## config.mk

```make
export PLATFORM = sky130hd
export DESIGN_NAME = lsb_stego_payload_decoder
export DESIGN_NICKNAME = d
export VERILOG_FILES = /design/src/rtl/lspd_pkg.sv /design/src/rtl/lsb_stego_payload_decoder.sv
export SDC_FILE = /design/constraint.sdc
export NUM_CORES = 1
export LEC_CHECK = 0
export BUFFER_PORTS_ARGS = -buffer_cell sky130_fd_sc_hd__buf_4
export CAP_MARGIN = 20
export CORE_MARGIN = 5
export CORE_UTILIZATION = 45
export CTS_CLUSTER_SIZE = 14
export DETAILED_ROUTE_END_ITERATION = 8
export GPL_ROUTABILITY_DRIVEN = 1
export SETUP_SLACK_MARGIN = 0.5
export SLEW_MARGIN = 20
export SYNTH_ARGS = -nofsm -noshare
export SYNTH_HDL_FRONTEND = slang
export SYNTH_SLANG_ARGS = --single-unit
```

## constraint.sdc

```tcl
create_clock -name clk -period 12.05 [get_ports clk]
set_clock_uncertainty 0.2 [all_clocks]
set_input_delay 1.205 -clock clk [delete_from_list [all_inputs] [get_ports clk]]
set_output_delay 1.205 -clock clk [all_outputs]
set_load 0.05 [all_outputs]
```

## src/rtl/lspd_pkg.sv

```systemverilog
// ----------------------------------------------------------------------------
// lspd_pkg: shared types and constants for the LSB stego payload decoder
// Phase codes, result kinds, error codes, register indexes and reset values.
// ----------------------------------------------------------------------------
package lspd_pkg;

  // Decode phase, one-hot
  typedef enum logic [7:0] {
    PH_HEADER  = 8'b0000_0001,
    PH_MAGIC   = 8'b0000_0010,
    PH_EXTLEN  = 8'b0000_0100,
    PH_EXTCHR  = 8'b0000_1000,
    PH_PAYLEN  = 8'b0001_0000,
    PH_PAYLOAD = 8'b0010_0000,
    PH_DONE    = 8'b0100_0000,
    PH_HALT    = 8'b1000_0000
  } phase_t;

  // Result kinds
  localparam logic [2:0] KIND_EXTLEN  = 3'd0;
  localparam logic [2:0] KIND_EXTCHR  = 3'd1;
  localparam logic [2:0] KIND_PAYLEN  = 3'd2;
  localparam logic [2:0] KIND_PAYBYTE = 3'd3;
  localparam logic [2:0] KIND_ERROR   = 3'd4;

  // Error codes
  localparam logic ERR_MAGIC   = 1'b0;
  localparam logic ERR_EXT_LEN = 1'b1;

  // Configuration register indexes
  typedef enum logic [1:0] {
    REG_MAGIC_CHARS     = 2'd0,
    REG_MAGIC_COUNT     = 2'd1,
    REG_HEADER_BYTES    = 2'd2,
    REG_EXTENSION_LIMIT = 2'd3
  } reg_idx_t;

  // Register reset values
  localparam logic [63:0] MAGIC_CHARS_RST     = 64'd8998;
  localparam logic [3:0]  MAGIC_COUNT_RST     = 4'd2;
  localparam logic [7:0]  HEADER_BYTES_RST    = 8'd54;
  localparam logic [7:0]  EXTENSION_LIMIT_RST = 8'd8;

  localparam logic [3:0]  MAGIC_MAX = 4'd8;
  localparam logic [4:0]  LAST_BIT_CHAR = 5'd7;
  localparam logic [4:0]  LAST_BIT_SIZE = 5'd31;

  // Result beat as held in the output register
  typedef struct packed {
    logic [2:0]  kind;
    logic [31:0] value;
    logic        last_byte;
    logic        error_code;
  } result_t;

endpackage

```

## src/rtl/lsb_stego_payload_decoder.sv

```systemverilog
// ----------------------------------------------------------------------------
// lsb_stego_payload_decoder: LSB steganography decoder for BMP byte streams
// Skips the file header, gathers image-byte LSBs MSB first, checks the magic
// string and emits extension length, extension chars, payload length and
// payload bytes, or an error beat that halts decoding until restart.
// ----------------------------------------------------------------------------
// Result timing: a result appears in the output register in the cycle after the input
//   beat that completes it is accepted.
// Throughput: one input beat per cycle while the input is not stalled; the whole decode
//   step is one shift, a few compares and a decrement ahead of the state and output registers.
// Input stalls only while a result sits in the output register and the sink stalls.
// Reset (rst_n low, synchronous): clear decode state and output valid, load
//   register reset values (magic 8998, count 2, header 54, limit 8).
// ----------------------------------------------------------------------------
module lsb_stego_payload_decoder
  import lspd_pkg::*;
(
  input  logic        clk,
  input  logic        rst_n,
  // configuration write port
  input  logic        cfg_wr_en,
  input  logic [1:0]  cfg_index,
  input  logic [63:0] cfg_data,
  // input channel
  input  logic        in_valid,
  output logic        in_stall,
  input  logic [7:0]  in_pixel_byte,
  input  logic        in_restart,
  // result channel
  output logic        out_valid,
  input  logic        out_stall,
  output logic [2:0]  out_kind,
  output logic [31:0] out_value,
  output logic        out_last_byte,
  output logic        out_error_code
);

  // --------------------------------------------------------------------------
  // Configuration registers
  // --------------------------------------------------------------------------
  logic [63:0] magic_chars_r;
  logic [3:0]  magic_count_r;
  logic [7:0]  header_bytes_r;
  logic [7:0]  extension_limit_r;

  always_ff @(posedge clk) begin
    if (!rst_n) begin
      magic_chars_r     <= MAGIC_CHARS_RST;
      magic_count_r     <= MAGIC_COUNT_RST;
      header_bytes_r    <= HEADER_BYTES_RST;
      extension_limit_r <= EXTENSION_LIMIT_RST;
    end else if (cfg_wr_en) begin
      unique case (reg_idx_t'(cfg_index))
        REG_MAGIC_CHARS:     magic_chars_r     <= cfg_data;
        REG_MAGIC_COUNT:     magic_count_r     <= cfg_data[3:0];
        REG_HEADER_BYTES:    header_bytes_r    <= cfg_data[7:0];
        REG_EXTENSION_LIMIT: extension_limit_r <= cfg_data[7:0];
        default: ;
      endcase
    end
  end

  // --------------------------------------------------------------------------
  // Decode state
  // --------------------------------------------------------------------------
  phase_t      phase_r,        phase_nxt;
  logic [7:0]  header_count_r, header_count_nxt;
  logic [4:0]  bit_count_r,    bit_count_nxt;
  logic [31:0] shift_word_r,   shift_word_nxt;
  logic [7:0]  item_count_r,   item_count_nxt;
  logic [7:0]  ext_length_r,   ext_length_nxt;
  logic [31:0] payload_left_r, payload_left_nxt;

  // output register (skid stage between the two sides)
  logic        out_valid_r;
  result_t     out_r;

  logic        in_acc;
  logic        out_acc;
  logic        res_vld;
  result_t     res;

  // Hold the input only while a finished beat waits on a stalled sink.
  assign in_stall = out_valid_r & out_stall;
  assign in_acc   = in_valid & ~in_stall;
  assign out_acc  = out_valid_r & ~out_stall;

  // Magic characters actually checked: counts above eight act as eight.
  logic [3:0] magic_used;
  assign magic_used = (magic_count_r > MAGIC_MAX) ? MAGIC_MAX : magic_count_r;

  // --------------------------------------------------------------------------
  // One decode step for the accepted beat
  // --------------------------------------------------------------------------
  always_comb begin
    phase_t      ph;
    logic [7:0]  hc;
    logic [4:0]  bc;
    logic [31:0] sw;
    logic [7:0]  ic;
    logic [7:0]  el;
    logic [31:0] pl;
    logic [31:0] word;
    logic        full;
    logic [3:0]  sel;
    logic [7:0]  expect_chr;
    logic [7:0]  ic_inc;
    logic [31:0] pl_dec;

    // restart wipes decode state before the byte is used as byte 0
    if (in_restart) begin
      ph = PH_HEADER;
      hc = '0;
      bc = '0;
      sw = '0;
      ic = '0;
      el = '0;
      pl = '0;
    end else begin
      ph = phase_r;
      hc = header_count_r;
      bc = bit_count_r;
      sw = shift_word_r;
      ic = item_count_r;
      el = ext_length_r;
      pl = payload_left_r;
    end

    res_vld    = 1'b0;
    res        = '0;
    word       = {sw[30:0], in_pixel_byte[0]};
    full       = 1'b0;
    sel        = 4'(magic_used - 4'd1 - ic[3:0]);
    expect_chr = magic_chars_r[{sel[2:0], 3'b000} +: 8];
    ic_inc     = ic + 8'd1;
    pl_dec     = pl - 32'd1;

    if (ph == PH_HEADER && hc < header_bytes_r) begin
      // still inside the file header: count and drop
      hc = hc + 8'd1;
    end else begin
      if (ph == PH_HEADER) begin
        ph = PH_MAGIC;
      end
      if (ph == PH_MAGIC && ic >= {4'd0, magic_used}) begin
        ph = PH_EXTLEN;
        ic = '0;
      end
      if (ph != PH_DONE && ph != PH_HALT) begin
        if (ph == PH_EXTLEN || ph == PH_PAYLEN) begin
          full = (bc == LAST_BIT_SIZE);
        end else begin
          full = (bc >= LAST_BIT_CHAR);
        end
        if (!full) begin
          bc = bc + 5'd1;
          sw = word;
        end else begin
          bc = '0;
          sw = '0;
          sel        = 4'(magic_used - 4'd1 - ic[3:0]);
          expect_chr = magic_chars_r[{sel[2:0], 3'b000} +: 8];
          ic_inc     = ic + 8'd1;
          unique case (ph)
            PH_MAGIC: begin
              if (word[7:0] != expect_chr) begin
                ph             = PH_HALT;
                res_vld        = 1'b1;
                res.kind       = KIND_ERROR;
                res.error_code = ERR_MAGIC;
              end else begin
                ic = ic_inc;
                if (ic_inc >= {4'd0, magic_used}) begin
                  ph = PH_EXTLEN;
                  ic = '0;
                end
              end
            end
            PH_EXTLEN: begin
              res_vld = 1'b1;
              if (word >= {24'd0, extension_limit_r}) begin
                ph             = PH_HALT;
                res.kind       = KIND_ERROR;
                res.error_code = ERR_EXT_LEN;
              end else begin
                el        = word[7:0];
                ic        = '0;
                ph        = (word[7:0] == 8'd0) ? PH_PAYLEN : PH_EXTCHR;
                res.kind  = KIND_EXTLEN;
                res.value = word;
              end
            end
            PH_EXTCHR: begin
              ic = ic_inc;
              if (ic_inc >= el) begin
                ph = PH_PAYLEN;
              end
              res_vld   = 1'b1;
              res.kind  = KIND_EXTCHR;
              res.value = {24'd0, word[7:0]};
            end
            PH_PAYLEN: begin
              // negative or zero length: report it and stop
              if (!word[31] && word != 32'd0) begin
                pl = word;
                ph = PH_PAYLOAD;
              end else begin
                pl = '0;
                ph = PH_DONE;
              end
              res_vld   = 1'b1;
              res.kind  = KIND_PAYLEN;
              res.value = word;
            end
            PH_PAYLOAD: begin
              pl            = pl_dec;
              res_vld       = 1'b1;
              res.kind      = KIND_PAYBYTE;
              res.value     = {24'd0, word[7:0]};
              res.last_byte = (pl_dec == 32'd0);
              if (pl_dec == 32'd0) begin
                ph = PH_DONE;
              end
            end
            default: ;
          endcase
        end
      end
    end

    phase_nxt        = ph;
    header_count_nxt = hc;
    bit_count_nxt    = bc;
    shift_word_nxt   = sw;
    item_count_nxt   = ic;
    ext_length_nxt   = el;
    payload_left_nxt = pl;
  end

  // Advance decode state on every accepted beat.
  always_ff @(posedge clk) begin
    if (!rst_n) begin
      phase_r        <= PH_HEADER;
      header_count_r <= '0;
      bit_count_r    <= '0;
      shift_word_r   <= '0;
      item_count_r   <= '0;
      ext_length_r   <= '0;
      payload_left_r <= '0;
    end else if (in_acc) begin
      phase_r        <= phase_nxt;
      header_count_r <= header_count_nxt;
      bit_count_r    <= bit_count_nxt;
      shift_word_r   <= shift_word_nxt;
      item_count_r   <= item_count_nxt;
      ext_length_r   <= ext_length_nxt;
      payload_left_r <= payload_left_nxt;
    end
  end

  // Load a new result beat, or drop the held one once the sink takes it.
  always_ff @(posedge clk) begin
    if (!rst_n) begin
      out_valid_r <= 1'b0;
    end else if (in_acc && res_vld) begin
      out_valid_r <= 1'b1;
    end else if (out_acc) begin
      out_valid_r <= 1'b0;
    end
  end

  always_ff @(posedge clk) begin
    if (in_acc && res_vld) begin
      out_r <= res;
    end
  end

  assign out_valid      = out_valid_r;
  assign out_kind       = out_r.kind;
  assign out_value      = out_r.value;
  assign out_last_byte  = out_r.last_byte;
  assign out_error_code = out_r.error_code;

  // --------------------------------------------------------------------------
  // Assertions
  // --------------------------------------------------------------------------
  // An error beat always leaves the decoder halted.
  a_error_halts: assert property (@(posedge clk) disable iff (!rst_n)
    (in_acc && res_vld && res.kind == KIND_ERROR) |=> (phase_r == PH_HALT))
    else $error("error beat did not halt decoding");

  // The final payload byte always ends the image.
  a_last_done: assert property (@(posedge clk) disable iff (!rst_n)
    (in_acc && res_vld && res.last_byte) |=> (phase_r == PH_DONE))
    else $error("last payload byte did not end decoding");

  // While skipping the header no hidden bits have been gathered.
  a_header_clean: assert property (@(posedge clk) disable iff (!rst_n)
    (phase_r == PH_HEADER) |-> (bit_count_r == 5'd0 && shift_word_r == 32'd0))
    else $error("bits gathered during header skip");

  // The last-byte flag only rides on payload bytes.
  a_last_kind: assert property (@(posedge clk) disable iff (!rst_n)
    (out_valid && out_last_byte) |-> (out_kind == KIND_PAYBYTE))
    else $error("last_byte set on a non-payload beat");

endmodule

```

Word level (Yosys, flattened, before mapping)
Cells that the tools add are included.
Storage, ports and cells
  bits in registers: 223
  bits of input ports: 80
  word-level logic and storage cells: 139
Operators by class
  add/sub/neg operators: 6
  order comparisons: 7
  eq/ne operators: 14
  shift operators: 1
  mux-type cells: 65
  bitwise gates (word level): 9
  reduce and logical (&&, ||, !) cells: 21
Operator list (number)
  two-way mux 32 bit: 10
  two-way mux 8 bit: 30
  one-hot mux 32 bit (3 select lines): 1
  one-hot mux 32 bit (2 select lines): 1
  indexed part select 64 x 7 -> 8 bit: 1
  one-hot mux 8 bit (5 select lines): 1
  greater-or-equal comparator 32 x 8 -> 1 bit: 1
  zero test 32 bit: 1
  nonzero test 32 bit: 1
  subtractor 32 x 1 -> 32 bit (second input constant): 1
  two-way mux 5 bit: 5
  one-hot mux 8 bit (3 select lines): 1
  adder 8 x 1 -> 8 bit (second input constant): 2
  equality test 8 x 2 -> 1 bit (second input constant): 2
  greater-or-equal comparator 8 x 4 -> 1 bit: 2
  one-hot mux 3 bit (5 select lines): 1
  OR reduction 4 bit: 3
  two-way mux 1 bit: 10
  equality test 8 x 1 -> 1 bit (second input constant): 1
  equality test 8 x 3 -> 1 bit (second input constant): 1
  equality test 8 x 4 -> 1 bit (second input constant): 1
  equality test 8 x 5 -> 1 bit (second input constant): 1
  equality test 8 x 6 -> 1 bit (second input constant): 1
  greater-or-equal comparator 8 bit: 1
  27 further kinds: 43

Logic depth before layout (Yosys ltp)
  word-level depth: 18
  mapped depth: 28
  depth with buffers taken out: 22

Worst setup path before layout
OpenSTA, ideal clock, no wires.
  kind: input-to-reg
  start point: input in_restart
  end point: register out_r (netlist bit out_error_code), enable pin
  arrival time: 9.057 ns
  setup slack: 2.303 ns
  stages: 25
  path buffers: 8
  cells stage by stage: clkbuf_2 -> buf_2 -> buf_1 -> clkbuf_1 -> clkbuf_1 -> clkbuf_1 -> clkbuf_1 -> nor2b_1 -> ha_1 -> a211oi_1 -> o21a_1 -> nand2b_1 -> nand2_1 -> ha_1 -> inv_1 -> fa_1 -> buf_2 -> mux4_2 -> or3_1 -> a22o_1 -> o211ai_1 -> nor2_1 -> nand2_2 -> nand2_1 -> a211oi_1
Between the ends
  cells in the longest elaborated chain, start to end: 17
Ends and longest elaborated chain
  start: declaration: RTL line lsb_stego_payload_decoder.sv:28  | input logic in_restart,
  two-way mux 8 bit: RTL line lsb_stego_payload_decoder.sv:111  | if (in_restart) begin
  equality test 8 x 1 -> 1 bit: RTL line lsb_stego_payload_decoder.sv:138, lsb_stego_payload_decoder.sv:142
  two-way mux 8 bit: RTL line lsb_stego_payload_decoder.sv:142  | if (ph == PH_HEADER) begin
  two-way mux 8 bit: RTL line lsb_stego_payload_decoder.sv:138  | if (ph == PH_HEADER && hc < header_bytes_r) begin
  equality test 8 x 2 -> 1 bit: RTL line lsb_stego_payload_decoder.sv:145  | if (ph == PH_MAGIC && ic >= {4'd0, magic_used}) begin
  logical AND 1 bit: RTL line lsb_stego_payload_decoder.sv:145
  two-way mux 8 bit: RTL line lsb_stego_payload_decoder.sv:145
  two-way mux 8 bit: RTL line lsb_stego_payload_decoder.sv:138
  subtractor 3 bit (tied with other cells): RTL line lsb_stego_payload_decoder.sv:161  | sel = 4'(magic_used - 4'd1 - ic[3:0]);
  indexed part select 64 x 7 -> 8 bit / logical OR 1 bit (equally long branches): RTL line lsb_stego_payload_decoder.sv:162, lsb_stego_payload_decoder.sv:150
  inequality test 8 bit / two-way mux 1 bit (equally long branches): RTL line lsb_stego_payload_decoder.sv:166, lsb_stego_payload_decoder.sv:150
  two-way mux 1 bit (on tied branches): RTL line lsb_stego_payload_decoder.sv:166, lsb_stego_payload_decoder.sv:149
  one-hot mux 1 bit (2 select lines) / two-way mux 1 bit (equally long branches): RTL line lsb_stego_payload_decoder.sv:164, lsb_stego_payload_decoder.sv:138
  two-way mux 1 bit: RTL line lsb_stego_payload_decoder.sv:155  | if (!full) begin
  two-way mux 1 bit: RTL line lsb_stego_payload_decoder.sv:149  | if (ph != PH_DONE && ph != PH_HALT) begin
  two-way mux 1 bit (*): RTL line lsb_stego_payload_decoder.sv:138
  logical AND 1 bit (*): RTL line lsb_stego_payload_decoder.sv:273  | if (in_acc && res_vld) begin
  end signal: assignment: RTL line lsb_stego_payload_decoder.sv:274  | out_r <= res;
  end: declaration: RTL line lsb_stego_payload_decoder.sv:76  | result_t out_r;
Every way passes the cells marked *; elsewhere a longest branch is shown, timed or not. The select of a mux whose other input is x is not followed.
A chain may end at the register's enable or synchronous reset.

Worst setup path in the final report
  start point: input in_restart
  end point: register out_r (netlist bit out_value[15]), enable pin
Same word-level chain as after synthesis.

==> impl_metrics.csv <==
group,metric,value,unit
clock_tree,cts_tree,"built",
pwr,p_per_area,121,mW/mm²
logic_synthesis,yosys.area.top_type,"dfxtp_1",
logic_synthesis,async_flop_share,0,
sta,grt_setup_unrepaired,"no",
sta,max_clock_freq,140,MHz
logic_synthesis,syn_inst,1442,
pwr,cellLeakagePower,5.52,nW
routing,route.detailed.drc,0,
sta,worst_pin_slew,1020,ps
logic_synthesis,synthFlopType,"dfxtp_1",
pwr,vdd_drop_max,0.0000949,V
critical_path,critPathKind,"in2reg",
finish,drive_gt1_frac,0.149,
finish,fillers,2587,
critical_path,worstPathRequired,12020,ps
critical_path,arrival,7090,ps
placed_design,place.gp.congestion,0.936,
global_routing,grt_usage,0.217,
clock_tree,numCtsBuffers,26,
sta,fin_setup_tns,0,ps
critical_path,r2r_cells,18,
logic_synthesis,ys_ff_latch,222,
floorplanning,initial_utilization,0.458,
global_routing,grt_pass1_vias,10581,
clock_tree,clockBufferDepth,3,
critical_path,crit_start,"in_restart",
routing,routedWlPerCell,18.4,µm
placed_design,place_hpwl,23.6,mm
logic_synthesis,ys_top_cells_by_area,"dfxtp_1 (30%), edfxtp_1 (9.0%), nand2_1 (7.7%)",
finish,fin_util,0.530,
clock_tree,cts.sinks,222,
floorplanning,ios,119,
sta,slew_headroom,0.321,
floorplanning,dieArea,0.0308,mm²
finish,diodes,0,
floorplanning,core-area,0.0270,mm²
sta,setup_viol,0,
logic_synthesis,yosysSeqAreaShare,0.390,
logic_synthesis,ys_warn_count,0,
sta,fin_crit_sh,0.591,
global_routing,antenna_found_initial,0,
critical_path,path_buf_inv,3,
floorplanning,die_w,176,µm
global_routing,grt-ovfl-total,0,
finish,finalNetCount,1618,
critical_path,critical_path.endpoint,"out_value[15]",
critical_path,start_kind,"input pin",
clock_tree,root_buffer,"clkbuf_16",
routing,viasPerCell,5.79,
critical_path,reg2reg_slack,5470,ps
logic_synthesis,synth_top_area_frac,0.300,
critical_path,cp.depth,19,
critical_path,worstPathMaxFanout,32,
critical_path,cp_cell_sequence,"buf_4 -> nor2b_1 -> inv_1 -> ha_1 -> nand2b_1 -> a211oi_1 -> o21a_1 -> nand2b_1 -> nand2_1 -> ha_1 -> mux4_2 -> or3_1 -> a22o_1 -> o211ai_1 -> nor2_1 -> nand2_2 -> nand2_1 -> a211oi_4 -> buf_4",
logic_synthesis,ys_types,84,
run,cap_violations,0,
floorplanning,die_y,176,µm
logic_synthesis,syn-num-nets,1560,
clock_tree,path_clk_slew,60,ps
clock_tree,cts_resized,0,
critical_path,crit_family,"simple AND/OR/NAND/NOR gates",
logic_synthesis,synth_edf_count,37,
routing,first_pass_iters,5,
critical_path,reg2reg_from,"item_count_r[0]",
global_routing,grt_pass1_wl,55.4,mm
sta,min_period,7120,ps
finish,areaGrowthSynthToFinish,15.8,%
sta,slew_viol_final,0,
clock_tree,cts_setup_buffers,0,
clock_tree,cts_hold_buf,0,
clock_tree,htreeDepth,1,
critical_path,slowest_delay,960,ps
hold_path,hp-class,"reg2reg",
routing,routed-via-count,10777,
floorplanning,rows,60,
run_status,status,"complete, no violations",
critical_path,r2r-end,"out_value[15]",
critical_path,critPathSlowestCell,"ha_1",
routing,ant_nets,0,
logic_synthesis,syn_area,0.0123,mm²
routing,routed_wl,34.2,mm
logic_synthesis,syn_area_per_cell,8.56,µm²
sta,hold_viol,0,
critical_path,cp-end-kind,"register",
routing,first_iter_violations,659,
global_routing,grt_max_degree,86,
clock_tree,insertion_delay,530,ps
placed_design,port_buffers,111,
[cell usage in the layout, fill, tap and decap left out, types with 20 or more instances in the layout]
cell type  instances
nand2_1          254
dfxtp_1          185
buf_4            124
nor2_1            79
a21boi_0          74
nor2b_1           59
o21ai_0           56
a22oi_1           50
nand3_1           49
a21oi_1           48
and2_1            39
ha_1              37
edfxtp_1          37
inv_1             34
clkbuf_16         29
o2bb2ai_1         28
xnor2_1           25
a31oi_1           20
[power breakdown]
| part | leakage, nW | switching [W] | internal (W) |
|---|---|---|---|
| Sequential | 1.91 | 0.00000518 | 0.000761 |
| Clock | 0.455 | 0.000329 | 0.000523 |
| Combinational | 3.15 | 0.0000678 | 0.0000481 |
[worst min-delay path, delay by kind of cell, from the launching register on]
kind	cells	cell delay (ps)
DFF	1	320
AOI/OAI and AO/OA	1	60
and+or+nand+nor	1	40
[final cells by class]
| type | instances | area [µm²] | area share |
|---|---|---|---|
| clock inverter | 14 | 161 | 0.0113 |
| tap | 341 | 427 | 0.0299 |
| timing repair buffer | 124 | 931 | 0.0652 |
| sequential | 222 | 4810 | 0.337 |
| clock buffer | 33 | 781 | 0.0547 |
| multi-input combinational | 1088 | 7030 | 0.492 |
| inverter | 38 | 143 | 0.00999 |
[layer usage]
metal | up-vias | track usage | share of wire
met5 | - | 0 | 0
met4 | 0 | 0.0643 | 0.032
met3 | 65 | 0.0282 | 0.045
met2 | 241 | 0.389 | 0.50
met1 | 5176 | 0.273 | 0.43
li1 | 5295 | - | -
[per-stage QoR]
step	power (W)	setup WS [ps]	hold slack [ps]	instance area (µm²)	instances
finish	0.00173	4930	256	14300	1860
global route	0.00179	4350	281	14300	1860
CTS	0.00175	4850	261	14300	1860
detailed placement	0.000900	4290	242	13300	1813
global placement	0.000898	4380	235	13300	1813
floorplan	0.000855	2300	217	12300	1442
[registers in the layout, indices dropped and copies added (netlist names)]
signal             flops
magic_chars_r         64
out_value             32
payload_left_r        32
shift_word_r          31
ext_length_r           8
extension_limit_r      8
header_bytes_r         8
header_count_r         8
item_count_r           8
phase_r                8
bit_count_r            5
magic_count_r          4
out_kind               3
out_error_code         1
out_last_byte          1
out_valid              1
[cells in the mapped netlist, drive strengths merged (10+ instances only)]
cell type  number
o211ai         17
nor3           18
and2           39
buf            24
and3           14
ha             37
a21oi          49
a22oi          50
nand2         257
xor2           15
or3            10
o2bb2ai        28
mux2i          14
nand3          49
a21boi         74
dfxtp         185
xnor2          25
edfxtp         37
mux4           14
nor2           79
inv            36
a31oi          20
nand4          17
nand2b         11
o21ai          60
clkbuf         70
nor4           21
nor2b          60
[logic make-up (layout without fill, tap and decap cells)]
logic type      after synthesis  after routing  synth area share
xor+xnor                     40             40            0.0284
compound gates              373            373             0.214
buf+inv                     132            209            0.0434
simple gates                607            607             0.246
flops                       222            222             0.390
mux                          30             30            0.0387
fa+ha+maj                    38             38            0.0391
[how the worst min path moves through the flow]
stage,slack [ps],depth (start not counted),from,endpoint
6_report,260,2,ext_length_r[3],ext_length_r[3]
5_1_grt,280,2,magic_chars_r[38],magic_chars_r[38]
4_1_cts,260,2,ext_length_r[7],ext_length_r[7]
3_5_place_dp,240,2,ext_length_r[0],ext_length_r[0]
3_3_place_gp,230,2,ext_length_r[0],ext_length_r[0]
2_1_floorplan,220,2,ext_length_r[0],ext_length_r[0]
No activity file was read; power rests on OpenSTA's default activity.
